File: config.mk
export PLATFORM = sky130hd
export DESIGN_NAME = bphf_dp
export DESIGN_NICKNAME = d
export VERILOG_FILES = /design/src/rtl/bphf_pkg.sv /design/src/rtl/bphf_dp.sv
export SDC_FILE = /design/constraint.sdc
export NUM_CORES = 1
export LEC_CHECK = 0
export ABC_AREA = 1
export BUFFER_PORTS_ARGS = -buffer_cell sky130_fd_sc_hd__buf_2
export CAP_MARGIN = 20
export CELL_PAD_IN_SITES_DETAIL_PLACEMENT = 1
export CELL_PAD_IN_SITES_GLOBAL_PLACEMENT = 1
export CORE_ASPECT_RATIO = 0.8
export CORE_UTILIZATION = 45
export DETAILED_ROUTE_END_ITERATION = 16
export GPL_TIMING_DRIVEN = 0
export PLACE_DENSITY = 0.8
export SETUP_SLACK_MARGIN = 0.05
export SLEW_MARGIN = 20
export SYNTH_ARGS = -nofsm -noshare
export SYNTH_HDL_FRONTEND = slang
export SYNTH_SLANG_ARGS = --single-unit
File: constraint.sdc
create_clock -name clk_i -period 3.76 [get_ports clk_i]
set_clock_uncertainty 0.2 [all_clocks]
set_input_delay 0.752 -clock clk_i [delete_from_list [all_inputs] [get_ports clk_i]]
set_output_delay 0.752 -clock clk_i [all_outputs]
set_load 0.02 [all_outputs]
File: src/rtl/bphf_pkg.sv
`timescale 1ns / 1ps

package bphf_pkg;

  // Hysteresis counter width and threshold register width.
  localparam int unsigned CNT_W = 6;
  localparam int unsigned THR_W = 6;
  localparam int unsigned CMP_W = (CNT_W > THR_W) ? CNT_W : THR_W;
  localparam int unsigned NPH   = 4;
  localparam int unsigned IDX_W = 2;
  localparam int unsigned PH_W  = 3;
  localparam int unsigned CFG_IDX_W = 3;

  localparam logic [CNT_W-1:0] CNT_MAX = {CNT_W{1'b1}};

  // Phase codes.
  localparam logic [PH_W-1:0] PH_NONE     = 3'd0;
  localparam logic [PH_W-1:0] PH_OURS     = 3'd1;
  localparam logic [PH_W-1:0] PH_STANDOFF = 3'd2;
  localparam logic [PH_W-1:0] PH_WAIT     = 3'd3;
  localparam logic [PH_W-1:0] PH_GIVEUP   = 3'd4;

  // Configuration register indexes.
  localparam logic [CFG_IDX_W-1:0] REG_JUMP_OURS     = 3'd0;
  localparam logic [CFG_IDX_W-1:0] REG_JUMP_STANDOFF = 3'd1;
  localparam logic [CFG_IDX_W-1:0] REG_JUMP_WAIT     = 3'd2;
  localparam logic [CFG_IDX_W-1:0] REG_JUMP_GIVEUP   = 3'd3;
  localparam logic [CFG_IDX_W-1:0] REG_KEEP_OURS     = 3'd4;
  localparam logic [CFG_IDX_W-1:0] REG_KEEP_STANDOFF = 3'd5;
  localparam logic [CFG_IDX_W-1:0] REG_KEEP_WAIT     = 3'd6;
  localparam logic [CFG_IDX_W-1:0] REG_KEEP_GIVEUP   = 3'd7;

  typedef enum logic [2:0] {
    OP_HOLD,
    OP_CLEAR,
    OP_SCAN,
    OP_ENTER,
    OP_KEEP,
    OP_DEC
  } dp_op_e;

  typedef struct packed {
    dp_op_e           op;
    logic [IDX_W-1:0] idx;
  } dp_cmd_t;

  typedef struct packed {
    logic [NPH-1:0]   hit;
    logic             act_cond;
    logic             act_low;
    logic [THR_W-1:0] act_count;
  } dp_sts_t;

  function automatic logic [CMP_W-1:0] wide_cnt(input logic [CNT_W-1:0] c);
    return CMP_W'(c);
  endfunction

  function automatic logic [CMP_W-1:0] wide_thr(input logic [THR_W-1:0] t);
    return CMP_W'(t);
  endfunction

  // Keep threshold limited to what the counter can hold.
  function automatic logic [CNT_W-1:0] cap_keep(input logic [THR_W-1:0] k);
    logic [CMP_W-1:0] w;
    w = wide_thr(k);
    if (w > wide_cnt(CNT_MAX)) begin
      return CNT_MAX;
    end
    return w[CNT_W-1:0];
  endfunction

  function automatic logic [CNT_W-1:0] sat_inc(input logic [CNT_W-1:0] c);
    return (c == CNT_MAX) ? c : c + CNT_W'(1);
  endfunction

  function automatic logic [THR_W-1:0] cnt_to_out(input logic [CNT_W-1:0] c);
    logic [CMP_W-1:0] w;
    w = wide_cnt(c);
    return w[THR_W-1:0];
  endfunction

endpackage

File: src/rtl/bphf_dp.sv
`timescale 1ns / 1ps

module bphf_dp
  import bphf_pkg::*;
(
  input  logic                 clk_i,
  input  logic                 rst_ni,
  input  logic                 cfg_we_i,
  input  logic [CFG_IDX_W-1:0] cfg_idx_i,
  input  logic [THR_W-1:0]     cfg_data_i,
  input  logic                 ours_i,
  input  logic                 standoff_i,
  input  logic                 wait_i,
  input  logic                 giveup_i,
  input  dp_cmd_t              cmd_i,
  output dp_sts_t              sts_o
);

  logic [THR_W-1:0] jump_q [NPH];
  logic [THR_W-1:0] keep_q [NPH];
  logic [CNT_W-1:0] cnt_q  [NPH];
  logic [CNT_W-1:0] cnt_d  [NPH];
  logic [NPH-1:0]   cond;
  logic [CNT_W-1:0] act_cnt;
  logic [CNT_W-1:0] act_inc;
  logic [CNT_W-1:0] act_keep;

  // Stand-off only counts when the ball is not already ours.
  assign cond = {giveup_i, wait_i, standoff_i & ~ours_i, ours_i};

  assign act_cnt  = cnt_q[cmd_i.idx];
  assign act_inc  = sat_inc(act_cnt);
  assign act_keep = cap_keep(keep_q[cmd_i.idx]);

  always_comb begin
    for (int i = 0; i < NPH; i++) begin
      sts_o.hit[i] = cond[i] && (wide_cnt(sat_inc(cnt_q[i])) >= wide_thr(jump_q[i]));
    end
    sts_o.act_cond  = cond[cmd_i.idx];
    sts_o.act_low   = (act_cnt <= CNT_W'(1));
    sts_o.act_count = cnt_to_out(act_cnt);
  end

  always_comb begin
    cnt_d = cnt_q;
    unique case (cmd_i.op)
      OP_HOLD: begin
      end
      OP_CLEAR: begin
        for (int i = 0; i < NPH; i++) begin
          cnt_d[i] = '0;
        end
      end
      OP_SCAN: begin
        for (int i = 0; i < NPH; i++) begin
          if (cond[i]) begin
            cnt_d[i] = sat_inc(cnt_q[i]);
          end else if (cnt_q[i] != '0) begin
            cnt_d[i] = cnt_q[i] - CNT_W'(1);
          end
        end
      end
      OP_ENTER: begin
        for (int i = 0; i < NPH; i++) begin
          cnt_d[i] = '0;
        end
        cnt_d[cmd_i.idx] = act_keep;
      end
      OP_KEEP: begin
        cnt_d[cmd_i.idx] = (act_inc < act_keep) ? act_inc : act_keep;
      end
      OP_DEC: begin
        cnt_d[cmd_i.idx] = act_cnt - CNT_W'(1);
      end
      default: begin
      end
    endcase
  end

  always_ff @(posedge clk_i or negedge rst_ni) begin
    if (!rst_ni) begin
      for (int i = 0; i < NPH; i++) begin
        cnt_q[i] <= '0;
      end
    end else begin
      cnt_q <= cnt_d;
    end
  end

  always_ff @(posedge clk_i or negedge rst_ni) begin
    if (!rst_ni) begin
      jump_q[0] <= THR_W'(5);
      jump_q[1] <= THR_W'(15);
      jump_q[2] <= THR_W'(5);
      jump_q[3] <= THR_W'(5);
      keep_q[0] <= THR_W'(8);
      keep_q[1] <= THR_W'(45);
      keep_q[2] <= THR_W'(5);
      keep_q[3] <= THR_W'(10);
    end else if (cfg_we_i) begin
      unique case (cfg_idx_i)
        REG_JUMP_OURS:     jump_q[0] <= cfg_data_i;
        REG_JUMP_STANDOFF: jump_q[1] <= cfg_data_i;
        REG_JUMP_WAIT:     jump_q[2] <= cfg_data_i;
        REG_JUMP_GIVEUP:   jump_q[3] <= cfg_data_i;
        REG_KEEP_OURS:     keep_q[0] <= cfg_data_i;
        REG_KEEP_STANDOFF: keep_q[1] <= cfg_data_i;
        REG_KEEP_WAIT:     keep_q[2] <= cfg_data_i;
        REG_KEEP_GIVEUP:   keep_q[3] <= cfg_data_i;
        default: begin
        end
      endcase
    end
  end

endmodule

-- After elaboration in Yosys (flattened, before gate mapping)
Index checks and enable logic that the tools add are counted.
W data, S select, Z words.
- $add $sub $neg: 10
- order comparisons: 10
- eq/ne operators: 21
- mux-type cells: 30
- bitwise logic cells: 4
- reduce and logical (&&, ||, !) cells: 23
- operators with widths (cell ; count):
    $mux W6 ; 21
    $pmux W24 S5 ; 1
    $bwmux W24 ; 2
    $add A6 B1 Y6 const B ; 5
    $eq A6 B6 Y1 const B ; 5
    $sub A6 B1 Y6 const B ; 5
    $and A24 B24 Y24 ; 1
    $bmux W6 S2 ; 2
    $ge A6 B6 Y1 ; 4
    $reduce_and A2 Y1 ; 12
    $reduce_bool A6 Y1 ; 4
    $eq A3 B3 Y1 const B ; 6
    $demux W6 S2 ; 1
    $eq A3 B2 Y1 const B ; 4
    $ne A3 B3 Y1 const B ; 4
    $eq A3 B1 Y1 const B ; 2
    $gt A6 B6 Y1 const B ; 1
    $le A6 B1 Y1 const B ; 1
    $lt A6 B6 Y1 ; 1
    $logic_and A1 B1 Y1 ; 5
    $reduce_bool A5 Y1 ; 1
    $ge A3 B3 Y1 const B ; 1
    $logic_not A3 Y1 ; 1
    $lt A2 B3 Y1 const B ; 1
    other kinds (6) ; 7
- register bits after elaboration: 72
- output and inout bits: 12
- logic and storage cells: 110

-- Logic depth before layout (Yosys ltp)
- depth in word-level cells: 11
- gate-level depth with buffers: 26
- depth with buffers taken out: 25

-- Least setup slack after synthesis
No wires, ideal clock.
- path type: in2reg
- start: input port cmd_i[1] in the netlist's numbering
- end: register cnt_q[23] in the netlist's numbering
- setup time: 117 ps
- arrival: 3651 ps
- path slack: -208 ps
- stages on the path: 22
- path buffers: 1
- cells stage by stage: buf_4 nor2_2 inv_1 o22ai_1 nor2_1 inv_1 ha_1 inv_1 nor2_2 nand3_2 o21ai_1 ha_1 a21oi_1 nor2_1 a211oi_1 nand2_4 nand2_1 nand3_1 nand3_1 nand3_1 nand2_1 nand2_1
- RTL lines (element ; RTL line ; text):
    start, declared ; bphf_dp.sv:15 ; input dp_cmd_t cmd_i,
    end signal, assigned ; bphf_dp.sv:86 ; cnt_q <= cnt_d;
    end, declared ; bphf_dp.sv:21 ; logic [CNT_W-1:0] cnt_q [NPH];

==> results.sh <==
export IMPL_initial_utilization_pct=46.66
export IMPL_syn_cell_area_sq_mm=0.006389
export IMPL_yosysUniqueCellTypes=41
export IMPL_start_kind="flop"
export IMPL_die_w_um=135.2
export IMPL_rows=38
export IMPL_cellLeakagePower_nw=4.161
export IMPL_clock_sinks=72
export IMPL_peakVddDrop_mv=0.2706
export IMPL_net_switching_power_mw=1.773
export IMPL_area_growth_syn_to_layout_pct=32.35
export IMPL_setup_viol=4
export IMPL_drive_above_1_share_pct=26.07
export IMPL_synth_seq_area_share_pct=28.57
export IMPL_pwr_share_comb_pct=49.6
export IMPL_violations="negative setup slack"
export IMPL_critical_path_arrival_ps=2960
export IMPL_cp_required_ps=2810
export IMPL_synth_compound_area_share_pct=16.20
export IMPL_port_buffers=28
export IMPL_yosys_area_share_xor_xnor_pct=2.605
export IMPL_period_minus_slack_ps=3914
export IMPL_grt_pass1_vias=7430
export IMPL_synthCells=987
export IMPL_clk_latency_ps=360
export IMPL_synth_ff_latch_count=72
export IMPL_grt_usage_pct=37.02
export IMPL_power_mw=3.935
export IMPL_finalHoldViolations=0
export IMPL_clk_pin_slew_worst_paths_ps=70
export IMPL_synth_area_per_cell_sq_um=6.473
export IMPL_cts_tree="yes"
export IMPL_maxSlewViolCount=0
export IMPL_clock_fmax_mhz=255.5
export IMPL_clkPwrFrac_pct=22.5
export IMPL_status="complete, but fails checks"
export IMPL_synth_top_family_by_area="simple AND/OR/NAND/NOR gates"
export IMPL_ys_flop_type="dfrtp_1"
export IMPL_avgViaCountPerCell=6.032
export IMPL_cts_path_max_buffers=2
export IMPL_clockRootBuffer="clkbuf_16"
export IMPL_die_y_um=108.6
export IMPL_final_util_pct=61.75
export IMPL_vias=7703
export IMPL_worst_slack_ps=-154.0
export IMPL_maxCapViolations=0
export IMPL_p_int_mw=2.162
export IMPL_routedWlPerCell_um=22.56
export IMPL_drc=0
export IMPL_hold_path_class="primary input to asynchronous set/reset pin"
export IMPL_grt_max_degree=54
export IMPL_finalInstanceArea_sq_mm=0.008456
export IMPL_antenna_cells=0
export IMPL_grt_pass1_wl_um=40030
export IMPL_antenna_found_initial=0
export IMPL_post_dp_hpwl_um=18820
export IMPL_finalCritPeriodShare_pct=104.1
export IMPL_synth_edf_count=0
export IMPL_worst_slew_pin_slew_ps=873.7
export IMPL_hold_buffers=0
export IMPL_p_per_area_mw_per_mm2=465.3
export IMPL_finalHoldWorstSlack_ps=71.79
export IMPL_muxShareOfSynthArea_pct=0
export IMPL_endpoint_kind="primary output"
export IMPL_place_area_sq_mm=0.006797
export IMPL_synth_fp_nets=1052
export IMPL_slew_headroom_pct=41.21
export IMPL_gp_congestion=0.9882
export IMPL_worst_setup_path_type="flop to primary output"
export IMPL_ioPinCount=33
export IMPL_dr_first_iter_drc_count=647
export IMPL_synth_fa_ha_area_share_pct=8.617
export IMPL_cts_buffers=9
export IMPL_detail_route_first_pass_iterations=5
export IMPL_htree_levels=3
export IMPL_ys_warn_count=0
export IMPL_final_nets=1157
export IMPL_ant_nets=0
export IMPL_rsz0062_at_grt="yes"
export IMPL_netSwitchingFraction_pct=45.06
export IMPL_core_area_sq_mm=0.01369
export IMPL_die_area_sq_mm=0.01468
export IMPL_wl_um=28810
export IMPL_post_place_ws_ps=-643.1
export IMPL_path_max_fanout=9
export IMPL_synth_simple_area_share_pct=33.39
export IMPL_p_seq_share_pct=27.9
export IMPL_grt_ovfl_total=0
export IMPL_synthArstFlopShare_pct=100.0
-- cell type report --
| type | instances | area (sq um) |
|---|---|---|
| Clock inverter | 6 | 68.82 |
| Sequential cell | 72 | 1844 |
| Buffer | 28 | 125.1 |
| Tap cell | 180 | 225.2 |
| Fill cell | 1787 | 5238 |
| Inverter | 142 | 565.5 |
| Multi-Input combinational cell | 737 | 4634 |
| Clock buffer | 10 | 229.0 |
| Timing Repair Buffer | 102 | 763.2 |
-- layer usage --
layer | up-vias | wire (um) | GRT usage, %
met5 | - | 0 | 0
li1 | 3439 | - | -
met4 | 0 | 1559 | 16.13
met2 | 376 | 13400 | 62.01
met3 | 148 | 2211 | 7.314
met1 | 3740 | 11640 | 46.28
-- cells in the mapped netlist, types with 6 or more instances --
cell type,instances,area (sq um)
a21oi_1,28,140.1
xor2_1,13,113.9
o21a_1,16,120.1
nor3_1,11,55.05
a31oi_1,12,75.07
nor4_1,6,37.54
inv_1,135,506.7
nand3_1,98,490.5
dfstp_2,19,499.2
o21ai_0,88,440.4
clkbuf_1,31,116.4
xnor2_1,6,52.55
nand2_2,8,50.05
nand4_1,8,50.05
nand2_1,274,1028
dfrtp_1,53,1326
nor2_1,79,296.5
ha_1,44,550.5
-- cells by family after synthesis --
group	after synthesis
buffers and inverters	178
flip-flops	72
AND/OR/NAND/NOR	498
XOR/XNOR	19
adder cells (fa/ha/maj)	44
AO/OA/AOI/OAI	176
-- stage by stage --
step	TNS (ps)	std cells
final	-263.2	1277
after global routing	-1494	1277
after CTS	-220.7	1252
after detailed placement	-15310	1196
after global placement	-14580	1195
after floorplan	0	987
-- power by group through the flow --
stage	combinational (mW)	clock [mW]	sequential, mW
detailed placement	1.39	0	1.08
CTS	1.56	0.886	1.08
global placement	1.34	0	1.07
global route	2.09	0.921	1.11
floorplan	0.976	0	1.02
finish	1.95	0.887	1.10
-- worst paths after layout --
path                                 start          to  slack (ps)  cells after the start
worst max-delay path             cnt_q[10]   sts_o[10]        -150                     12
worst max register to register    cnt_q[1]   cnt_q[10]          20                     26
worst min register to register  jump_q[17]  jump_q[17]         290                      2
worst min-delay path                rst_ni  jump_q[11]          70                      1
min in group clk_i              jump_q[17]  jump_q[17]         290                      2
max in group asynchronous           rst_ni  jump_q[14]        2660                      2
-- worst max-delay path, stage by stage, from the launching register on --
cell	delay, ps
dfrtp_1	750
nand3_4	210
xor2_2	200
ha_1	300
inv_1	60
a21boi_1	60
o21a_1	180
o21a_1	170
o21a_1	170
o21a_1	170
o21ai_1	130
inv_1	70
buf_6	130
-- layout by cell type, fill, tap and decap left out, types with 4 or more instances in the layout --
cell / n
nand2_2: 26
nand3_2: 13
a21oi_1: 27
a31oi_1: 12
buf_4: 71
o21ai_0: 76
dfrtp_2: 15
nor2_4: 13
nand4_1: 8
a221oi_1: 5
inv_2: 9
o21ai_1: 6
buf_2: 23
a32o_1: 5
clkbuf_16: 9
nand3_4: 9
inv_1: 124
xnor2_1: 6
nand2_8: 7
xor2_2: 4
o21ai_2: 5
nor4_1: 6
nand2_1: 242
inv_4: 5
nor2_2: 4
nand3_1: 77
dfstp_2: 19
ha_1: 31
nor3_1: 9
ha_4: 12
clkbuf_1: 23
o21a_1: 16
dfrtp_1: 38
a21boi_1: 4
buf_6: 7
xor2_1: 9
nand2_4: 8
nor2_1: 69
-- what timing repair did --
action / CTS / global route
gates resized for setup: 105 / 105
pin swaps: 29 / 59
hold endpoints to repair: 0 / 0
endpoints found under the setup margin: 28 / 29
setup buffers: 45 / 28
-- state kept, by name (all words and copies together), names as in the netlist --
name,count
cnt_q,24
jump_q,24
keep_q,24
Power figures use the tool's default switching activity.
