--- config.mk ---
export PLATFORM = sky130hd
export DESIGN_NAME = bphf_ctrl
export DESIGN_NICKNAME = d
export VERILOG_FILES = /design/src/rtl/bphf_pkg.sv /design/src/rtl/bphf_ctrl.sv
export SDC_FILE = /design/constraint.sdc
export NUM_CORES = 1
export LEC_CHECK = 0
export BUFFER_PORTS_ARGS = -buffer_cell sky130_fd_sc_hd__buf_2
export CORE_MARGIN = 2
export CORE_UTILIZATION = 30
export CTS_CLUSTER_SIZE = 10
export DETAILED_ROUTE_END_ITERATION = 8
export GPL_ROUTABILITY_DRIVEN = 1
export MAX_ROUTING_LAYER = met4
export PLACE_DENSITY = 0.73
export REMOVE_ABC_BUFFERS = 1
export SETUP_SLACK_MARGIN = 0.02
export SKIP_LAST_GASP = 1
export SLEW_MARGIN = 30
export SYNTH_ARGS = -nofsm -noshare
export SYNTH_HDL_FRONTEND = slang
export SYNTH_SLANG_ARGS = --single-unit
--- constraint.sdc ---
create_clock -name clk_i -period 2.2 [get_ports clk_i]
set_input_delay 0.33 -clock clk_i [delete_from_list [all_inputs] [get_ports clk_i]]
set_output_delay 0.33 -clock clk_i [all_outputs]
set_load 0.01 [all_outputs]
--- src/rtl/bphf_pkg.sv ---
`timescale 1ns / 1ps

package bphf_pkg;

  // Hysteresis counter width and threshold register width.
  localparam int unsigned CNT_W = 6;
  localparam int unsigned THR_W = 6;
  localparam int unsigned CMP_W = (CNT_W > THR_W) ? CNT_W : THR_W;
  localparam int unsigned NPH   = 4;
  localparam int unsigned IDX_W = 2;
  localparam int unsigned PH_W  = 3;
  localparam int unsigned CFG_IDX_W = 3;

  localparam logic [CNT_W-1:0] CNT_MAX = {CNT_W{1'b1}};

  // Phase codes.
  localparam logic [PH_W-1:0] PH_NONE     = 3'd0;
  localparam logic [PH_W-1:0] PH_OURS     = 3'd1;
  localparam logic [PH_W-1:0] PH_STANDOFF = 3'd2;
  localparam logic [PH_W-1:0] PH_WAIT     = 3'd3;
  localparam logic [PH_W-1:0] PH_GIVEUP   = 3'd4;

  // Configuration register indexes.
  localparam logic [CFG_IDX_W-1:0] REG_JUMP_OURS     = 3'd0;
  localparam logic [CFG_IDX_W-1:0] REG_JUMP_STANDOFF = 3'd1;
  localparam logic [CFG_IDX_W-1:0] REG_JUMP_WAIT     = 3'd2;
  localparam logic [CFG_IDX_W-1:0] REG_JUMP_GIVEUP   = 3'd3;
  localparam logic [CFG_IDX_W-1:0] REG_KEEP_OURS     = 3'd4;
  localparam logic [CFG_IDX_W-1:0] REG_KEEP_STANDOFF = 3'd5;
  localparam logic [CFG_IDX_W-1:0] REG_KEEP_WAIT     = 3'd6;
  localparam logic [CFG_IDX_W-1:0] REG_KEEP_GIVEUP   = 3'd7;

  typedef enum logic [2:0] {
    OP_HOLD,
    OP_CLEAR,
    OP_SCAN,
    OP_ENTER,
    OP_KEEP,
    OP_DEC
  } dp_op_e;

  typedef struct packed {
    dp_op_e           op;
    logic [IDX_W-1:0] idx;
  } dp_cmd_t;

  typedef struct packed {
    logic [NPH-1:0]   hit;
    logic             act_cond;
    logic             act_low;
    logic [THR_W-1:0] act_count;
  } dp_sts_t;

  function automatic logic [CMP_W-1:0] wide_cnt(input logic [CNT_W-1:0] c);
    return CMP_W'(c);
  endfunction

  function automatic logic [CMP_W-1:0] wide_thr(input logic [THR_W-1:0] t);
    return CMP_W'(t);
  endfunction

  // Keep threshold limited to what the counter can hold.
  function automatic logic [CNT_W-1:0] cap_keep(input logic [THR_W-1:0] k);
    logic [CMP_W-1:0] w;
    w = wide_thr(k);
    if (w > wide_cnt(CNT_MAX)) begin
      return CNT_MAX;
    end
    return w[CNT_W-1:0];
  endfunction

  function automatic logic [CNT_W-1:0] sat_inc(input logic [CNT_W-1:0] c);
    return (c == CNT_MAX) ? c : c + CNT_W'(1);
  endfunction

  function automatic logic [THR_W-1:0] cnt_to_out(input logic [CNT_W-1:0] c);
    logic [CMP_W-1:0] w;
    w = wide_cnt(c);
    return w[THR_W-1:0];
  endfunction

endpackage

--- src/rtl/bphf_ctrl.sv ---
`timescale 1ns / 1ps

module bphf_ctrl
  import bphf_pkg::*;
(
  input  logic            clk_i,
  input  logic            rst_ni,
  input  logic            in_valid_i,
  output logic            in_ready_o,
  output logic            out_valid_o,
  input  logic            out_ready_i,
  input  logic            clear_i,
  input  logic            best_chg_i,
  input  logic            toucher_chg_i,
  input  dp_sts_t         sts_i,
  output dp_cmd_t         cmd_o,
  output logic [PH_W-1:0] phase_o
);

  logic [PH_W-1:0] phase_q, phase_d;
  logic            valid_q, valid_d;
  logic            accept;
  logic            abort;
  logic [PH_W-1:0] phase_m1;

  // The output holds the state left by the last transaction, so a new one
  // may be taken as soon as the pending result leaves.
  assign in_ready_o  = ~valid_q | out_ready_i;
  assign accept      = in_valid_i & in_ready_o;
  assign out_valid_o = valid_q;
  assign phase_o     = phase_q;

  assign phase_m1 = phase_q - PH_W'(1);
  assign abort = ((phase_q == PH_STANDOFF) && best_chg_i) ||
                 ((phase_q == PH_WAIT) && toucher_chg_i);

  always_comb begin
    phase_d   = phase_q;
    cmd_o.op  = OP_HOLD;
    cmd_o.idx = phase_m1[IDX_W-1:0];
    if (accept) begin
      if (clear_i) begin
        cmd_o.op = OP_CLEAR;
        phase_d  = PH_NONE;
      end else begin
        unique case (phase_q)
          PH_NONE: begin
            cmd_o.op = OP_SCAN;
            priority if (sts_i.hit[0]) begin
              cmd_o.op = OP_ENTER;
              cmd_o.idx = IDX_W'(0);
              phase_d   = PH_OURS;
            end else if (sts_i.hit[1]) begin
              cmd_o.op = OP_ENTER;
              cmd_o.idx = IDX_W'(1);
              phase_d   = PH_STANDOFF;
            end else if (sts_i.hit[2]) begin
              cmd_o.op = OP_ENTER;
              cmd_o.idx = IDX_W'(2);
              phase_d   = PH_WAIT;
            end else if (sts_i.hit[3]) begin
              cmd_o.op = OP_ENTER;
              cmd_o.idx = IDX_W'(3);
              phase_d   = PH_GIVEUP;
            end else begin
            end
          end
          PH_OURS, PH_STANDOFF, PH_WAIT, PH_GIVEUP: begin
            if (abort) begin
              cmd_o.op = OP_CLEAR;
              phase_d  = PH_NONE;
            end else if (sts_i.act_cond) begin
              cmd_o.op = OP_KEEP;
            end else if (sts_i.act_low) begin
              cmd_o.op = OP_CLEAR;
              phase_d  = PH_NONE;
            end else begin
              cmd_o.op = OP_DEC;
            end
          end
          default: begin
            cmd_o.op = OP_CLEAR;
            phase_d  = PH_NONE;
          end
        endcase
      end
    end
  end

  always_comb begin
    valid_d = valid_q;
    if (accept) begin
      valid_d = 1'b1;
    end else if (out_ready_i) begin
      valid_d = 1'b0;
    end
  end

  always_ff @(posedge clk_i or negedge rst_ni) begin
    if (!rst_ni) begin
      phase_q <= PH_NONE;
      valid_q <= 1'b0;
    end else begin
      phase_q <= phase_d;
      valid_q <= valid_d;
    end
  end

endmodule

# --- Word level (Yosys, flattened, before mapping) ---
# Index checks and enable logic that the tools add are counted.
totals:
  register_bits: 4
  latchBits: 0
  ram_bits: 0
  mem_bits_ro: 0
  inputBits: 19
  output_inout_bits: 10
  wordCells: 43
  mem_count: 0
op_classes:
  add_sub_neg: 1
  mul: 0
  div: 0
  magnitude_cmp: 0
  eq_ne: 7
  n_shift: 0
  muxes: 23
  bitwise_logic: 3
  n_reduce_logical: 7
ops:
  columns: ["cell", "count"]
  rows:
  - ["two-way mux 3 bit", 16]
  - ["case mux 3 bit (2 select lines)", 2]
  - ["inequality test 4 bit (second input constant)", 2]
  - ["== test 3 x 2 -> 1 bit (second input constant)", 2]
  - ["inequality test 6 bit (second input constant)", 1]
  - ["two-way mux 5 bit", 1]
  - ["two-way mux 2 bit", 2]
  - ["AND reduction 4 bit", 1]
  - ["OR reduction 4 bit", 1]
  - ["== test 3 x 1 -> 1 bit (second input constant)", 1]
  - ["== test 3 bit (second input constant)", 1]
  - ["zero test 3 bit", 1]
  - ["logical AND 1 bit", 2]
  - ["two-way mux 1 bit", 2]
  - ["nonzero test 2 bit", 1]
  - ["subtractor 2 x 1 -> 2 bit (second input constant)", 1]
  - ["AND 1 bit", 1]
  - ["logical OR 1 bit", 1]
  - ["NOT 1 bit", 1]
  - ["OR 1 bit", 1]

# --- Depth between registers and ports, before layout ---
# Gate-level depths: netlist (run 1).
logic_depth:
  depth_word: 8
  ltp_mapped: 6
  depth_no_buf: 6

# --- Worst setup path before layout (run 1) ---
# No wires, ideal clock.
synth_path:
  path_kind: "register to output"
  from: "register phase_q[0], in the netlist phase_o[0]"
  to: "output port cmd_o[1] in the netlist's numbering"
  t_arrival_ns: 2.015
  t_required_ns: 1.870
  path_slack_ns: -0.145
  stages_incl_launch_ff: 7
  path_buffers: 0
  path_cell_list: "dfrtp_1 inv_1 ha_1 or3b_4 nor3b_1 o21ai_0 a21boi_0"
synth_rtl:
  columns: ["element", "line_no", "text"]
  rows:
  - ["start: declaration", "bphf_ctrl.sv:20", "logic [PH_W-1:0] phase_q, phase_d;"]
  - ["start signal: assignment", "bphf_ctrl.sv:104", "phase_q <= phase_d;"]
  - ["end: declaration", "bphf_ctrl.sv:16", "output dp_cmd_t cmd_o,"]

==> results.md, run 1 <==
* Beginning of the critical path: phase_o[0]
* Post-DP HPWL at 913 µm
* Max Freq at 0.420 GHz
* Leakage Power at 0.000354 µW
* Vias in the first global route at 451
* Placed Area at 586 µm²
* CTS tree: yes
* CP Depth at 7
* # DRC at 0
* Count of cell types in the netlist at 23
* Status: complete, but fails checks
* CP peak stage delay at 470 ps
* Worst-Margin Slew at 267 ps
* Sequential area share after synthesis at 25.2%
* Total CTS buffers at 3
* Crit-path leading delay family: simple AND/OR/NAND/NOR gates
* Final setup viols at 3
* Area of the die at 1630 µm²
* Via count of the routed design at 494
* Crit path launch type: register
* Gpl congestion at 0.807
* Initial Util at 31.3%
* Worst slew margin at 82.2%
* Synthesized cell area at 397 µm²
* Synth warnings at 0
* Simple-Gate Fraction of Synth Area at 21.5%
* Drt total wl at 1250 µm
* Slowest CP cell: or4_4
* Crit path buf inv count at 2
* Port bufs at 22
* Number of fill cells at 125
* Post-synthesis mux area share at 8.83%
* Clk_skew at 2.07 ps
* Worst Setup EP: cmd_o[2]
* Max Slew Vio Count at 0
* N_diodes at 0
* Critical Path AT at 2050 ps
* Post-Layout Cell Count at 98
* WS Path Type: register to output port
* # clock sinks at 4
* CP Capture Type: output port
* Worst reg2reg path depth at 6
* Top FF cell, synth: dfrtp_1
* Nets at 108
* Area of the multi-input gates at 340 µm²
* Final worst slack at -181 ps
* Worst path required time at 1870 ps
* Clk_lat worst skew at 230 ps
* Clock Path Buffers at 2
* Failing checks: setup timing
* Core area at 1270 µm²
* Seq cells post-synth at 4
* Max VDD drop at 0.362 mV
* Final Total Pwr at 592 µW
* Synth Area in Compound Gates at 26.2%
* # H-tree levels at 1
* Synth area leader: dfrtp_1
* Synth Area in XOR/XNOR at 0%
* Remaining antenna violation count at 0
* Tcrit/Tclk final at 108%
* Final min period at 2380 ps
* Largest family of logic cells by synthesized area: compound AO/OA/AOI/OAI gates
* Post-route cell area at 718 µm²
* Post-synthesis instance total at 45
* Row count at 13
* Global-route wire length before repair at 1730 µm
* Crit-path max FO at 3
* DRT Pass-1 Iters at 4
* Max cap viols at 0
* Avg Cell Area, Syn at 8.81 µm²
* Clock root buffer: clkbuf_4
* CTS clock-pin slew for the worst setup and hold paths at 40 ps
* Die H at 40.4 µm
* Hold WC Path Type: primary input to register
* R2R Path Start: phase_o[0]
* Top-level port count at 29
* Worst-path cell chain: inv_2 -> ha_4 -> or3b_4 -> or4_4 -> o21ai_2 -> o32ai_1 -> buf_2
* RSZ-0062 raised after global routing: yes
* Layout cells sized above 1 at 65.1%
* GRT Residual Overflow at 0
* Initial antenna violation count at 0
* Tot GR Track Use at 17.3%
* Ys async rst share at 100%
* Register Area at 100 µm²
* Synth top area cells: dfrtp_1 25%, ha_1 13%, o21ai_0 7.6%
* Die width at 40.4 µm
* Hold Vio Cnt, Final at 0
* Top post-synthesis cells by count: 6 x inv_1, 6 x o21ai_0, 4 x dfrtp_1, 4 x ha_1, 3 x nand2_1
* Post-place setup slack at -42.9 ps
* R2R setup slack at 100 ps
* EDFF count, synth at 0
* Layout area overhead at 81.1%
* Drt wl/cell at 12.7 µm
* Reg2Reg Capture Point: phase_o[0]
* Pwr dens at 824 nW/µm²
* Initial DRC Count at 2
* Dpl cells at 90
* Largest net degree at the start of global routing at 7
* Setup tns final at -370 ps
* Via-to-Cell Ratio at 5.04
* Synth top area share at 25.2%
* Adder-cell share of the synthesized area at 12.6%
==> routing by layer <==
| metal | GRT usage, % | wire length (µm) | share of wire, % | up-vias |
|---|---|---|---|---|
| li1 | - | - | - | 241 |
| met1 | 15.8 | 451 | 36 | 227 |
| met2 | 30.6 | 687 | 55 | 24 |
| met3 | 4.44 | 89 | 7.1 | 2 |
| met4 | 12.5 | 21 | 1.7 | 0 |
| met5 | - | 0 | 0 | - |
==> cell families (layout without fill, tap and decap cells) <==
logic type,after synthesis,in the layout
flip-flops,4,4
adder cells (fa/ha/maj),4,4
buffers and inverters,6,44
AO/OA/AOI/OAI,14,14
AND/OR/NAND/NOR,14,14
multiplexers,3,3
==> layout make-up <==
class / instances / share of cell area [%]
clock buffer: 3 / 3.14
tap: 15 / 2.61
multi-input combinational: 35 / 47.4
sequential: 4 / 13.9
inverter: 6 / 3.14
timing repair buffer: 35 / 29.8
==> flip-flops by register name, indices dropped and copies added, names as in the netlist <==
signal and flops:
phase_o 3, out_valid_o 1
==> stage by stage <==
| step | hold slack (ps) | utilization [%] |
|---|---|---|
| floorplan | 34.4 | - |
| detailed placement | 142 | 46.2 |
| global placement | 136 | 46.2 |
| global route | 357 | 56.6 |
| CTS | 327 | 52.2 |
| finish | 334 | 56.6 |
==> repair_timing <==
action,4_1_cts,5_1_grt
setup buffers,3,1
endpoints found under the hold margin,4,0
setup endpoints to repair,3,5
hold buffers,1,0
gates resized for setup,10,11
cloned,0,0
pin swaps,2,2
==> cell usage in the layout (no fill, tap or decap), types with 2 or more instances in the layout <==
master,synthesis,final
o21ai_2,0,2
o21ai_0,6,2
inv_2,0,2
buf_4,0,11
nand2_1,3,3
ha_2,0,2
a21oi_1,2,2
nor2_1,2,2
dfrtp_1,4,4
clkbuf_4,0,3
inv_1,6,4
o21ai_1,0,2
buf_2,0,22
mux2i_1,2,2
==> report_power, final <==
group / switching, µW / total [µW] / leakage [µW] / internal (µW)
Combinational: 185 / 404 / 0.000290 / 219
Sequential: 8.88 / 97.2 / 0.0000511 / 88.3
Clock: 29.6 / 90.6 / 0.0000138 / 61.0
Total: 223 / 592 / 0.000354 / 369
==> worst min-delay path by stage <==
stage	start	end	slack, ps	cells after the start
final	in_valid_i	out_valid_o	330	3
after global routing	in_valid_i	out_valid_o	360	3
after CTS	in_valid_i	out_valid_o	330	3
after detailed placement	rst_ni	out_valid_o	140	1
after global placement	rst_ni	out_valid_o	140	1
after floorplan	rst_ni	out_valid_o	30	0
==> worst reg2reg max path, stage by stage (launching register included) <==
cell and delay (ps):
dfrtp_1 380, inv_2 90, ha_4 130, or3b_4 390, or4_4 470, o221ai_4 210
mux2_4 320
Note: power is estimated with default switching activity, not from simulation.
==> inputs of run 2 (changes only) <==
--- a/config.mk
+++ b/config.mk
@@ -6,7 +6,6 @@
 export NUM_CORES = 1
 export LEC_CHECK = 0
 export BUFFER_PORTS_ARGS = -buffer_cell sky130_fd_sc_hd__buf_2
-export CORE_MARGIN = 2
 export CORE_UTILIZATION = 30
 export CTS_CLUSTER_SIZE = 10
 export DETAILED_ROUTE_END_ITERATION = 8
==> run 2 against run 1 <==
Effect of this change:
- the flow still finishes with violations (setup timing)
- clock skew increased by 1.8 ps
- count of clock-buffer cells in the layout unchanged
- wire length rose by 6.7%
- critical path type unchanged
- largest cell class unchanged
==> results.md, run 2 (synthesized netlist as in run 1, its figures left out) <==
* Status: complete, but fails checks
* Failing checks: setup timing
* Die H at 38.4 µm (-5.0%)
* Total CTS buffers at 3 (unchanged)
* WS Path Type: register to output port
* Hold WC Path Type: primary input to register
* Layout area overhead at 107%
* Max Freq at 0.423 GHz (+0.62%)
* Initial antenna violation count at 0 (unchanged)
* Nets at 113 (+4.6%)
* Via count of the routed design at 512 (+3.6%)
* Gpl congestion at 0.795 (-1.4%)
* Remaining antenna violation count at 0 (unchanged)
* Worst path required time at 1870 ps (about the same)
* Max Slew Vio Count at 0 (unchanged)
* Max cap viols at 0 (unchanged)
* CP Capture Type: output port
* Drt wl/cell at 13.1 µm (+2.5%)
* GR Util met1 at 19.8% (+3.9 points)
* Area of the die at 1470 µm² (-9.7%)
* Row count at 12 (-1)
* Setup tns final at -519 ps (-148 ps)
* Port bufs at 22 (unchanged)
* M2 GR Usage at 33.1% (+2.5 points)
* Pwr dens at 841 nW/µm² (+2.0%)
* DRT Pass-1 Iters at 2 (-2)
* Clock Path Buffers at 2 (unchanged)
* Initial Util at 33.9% (+2.6 points)
* Crit path launch type: register
* Clock root buffer: clkbuf_4
* Final setup viols at 5 (+2)
* Tcrit/Tclk final at 108% (-0.67 points)
* Layout cells sized above 1 at 70.5% (+5.4 points)
* R2R Path Start: phase_o[1]
* # clock sinks at 4 (unchanged)
* RSZ-0062 raised after global routing: yes
* Worst slew margin at 79.6% (-2.5 points)
* Drt total wl at 1330 µm (+6.7%)
* Max VDD drop at 0.700 mV (+93%)
* Vias in the first global route at 455 (+0.89%)
* Leakage Power at 0.000394 µW (+11%)
* CTS tree: yes
* Hold Vio Cnt, Final at 0 (unchanged)
* CTS clock-pin slew for the worst setup and hold paths at 40 ps (about the same)
* Post-DP HPWL at 846 µm (-7.4%)
* Beginning of the critical path: phase_o[1]
* Commonest non-fill, non-tap cells in the layout: 22 x buf_2, 12 x buf_4, 4 x inv_1, 4 x dfrtp_1, 4 x buf_6
* N_diodes at 0 (unchanged)
* Worst-Margin Slew at 305 ps (+38.2 ps)
* Core area at 1170 µm² (-7.7%)
* Final worst slack at -167 ps (+14.7 ps)
* Final min period at 2370 ps (-14.7 ps)
* WHS at 338 ps (+4.26 ps)
* Grt peak-use layer: met2
* Crit-path max FO at 2 (-1)
* Met3 usage at 6.98% (+2.5 points)
* Final core utilization at 70.0% (+13 points)
* Clk_skew at 3.85 ps (+1.77 ps)
* Tot GR Track Use at 18.1% (+0.78 points)
* Via-to-Cell Ratio at 5.02 (-0.42%)
* GRT Residual Overflow at 0 (unchanged)
* Die width at 38.4 µm (-5.0%)
* # H-tree levels at 1 (unchanged)
* Global-route wire length before repair at 1780 µm (+3.2%)
* Initial DRC Count at 4 (+2)
* Number of flip-flops under the largest register name at 3 (unchanged)
* Clk_lat worst skew at 240 ps (about the same)
* Largest net degree at the start of global routing at 7 (unchanged)
* Commonest non-fill, non-tap cell in the layout: buf_2
* # DRC at 0 (unchanged)
* Final Total Pwr at 689 µW (+16%)
* Hold_sp: in_valid_i
* Critical Path AT at 2040 ps (about the same)
* Top-level port count at 29 (unchanged)
[run 2: cell count changes in the layout (fill, tap and decap cells not counted), moves of 2 or more]
| cell | delta |
|---|---|
| buf_6 | +3 |
| ha_2 | -2 |
| o21ai_1 | -2 |
| ha_4 | +2 |
[run 2: final timing paths]
check	end	slack, ps	cells past startpoint
max	cmd_o[2]	-170	7
min	out_valid_o	340	3
max reg2reg	phase_o[0]	-10	7
min reg2reg	out_valid_o	570	2
max in group asynchronous	phase_o[0]	1650	2
min in group asynchronous	phase_o[2]	430	2
[run 2: stage by stage]
stage / instance area, µm² / std cells / setup slack (ps)
floorplan: 397 / 45 / -145
finish: 820 / 102 / -167
global route: 820 / 102 / -258
CTS: 689 / 98 / -207
global placement: 584 / 89 / 0.817
detailed placement: 584 / 89 / -18.5
[run 2: metal layers]
layer,wire (µm),vias to the layer above,part of all wire (%)
li1,-,254,-
met1,521,240,39
met2,752,18,56
met3,59,0,4.4
met4,0,0,0
met5,0,-,0
[run 2: critical path: stages (launching register included)]
cell and delay [ps]:
dfrtp_1 390, inv_2 80, ha_4 120, or3b_4 380, or4_4 450, o21ai_2 140, o32ai_2 80, buf_2 150
[run 2: what timing repair did]
action                     4_1_cts  5_1_grt
setup endpoints to repair        3        7
hold buffers                     1        0
pin swaps                        5       11
setup buffers                    5        4
gates resized for setup          9       20
hold endpoints to repair         4        0
[run 2: final cells by class]
| type | instances | area, µm² |
|---|---|---|
| flip-flops and latches | 4 | 100 |
| multi-input cells | 35 | 382 |
| well taps | 14 | 17.5 |
| inverters | 6 | 22.5 |
| clock buffers | 3 | 22.5 |
| repair buffers | 40 | 275 |
| fillers | 94 | 352 |
[run 2: power breakdown]
| group | internal (µW) | total, µW | leakage, µW | switching [µW] |
|---|---|---|---|---|
| Combinational | 282 | 499 | 0.000329 | 217 |
| Clock | 61.2 | 93.0 | 0.0000138 | 31.8 |
| Sequential | 88.3 | 97.8 | 0.0000511 | 9.51 |
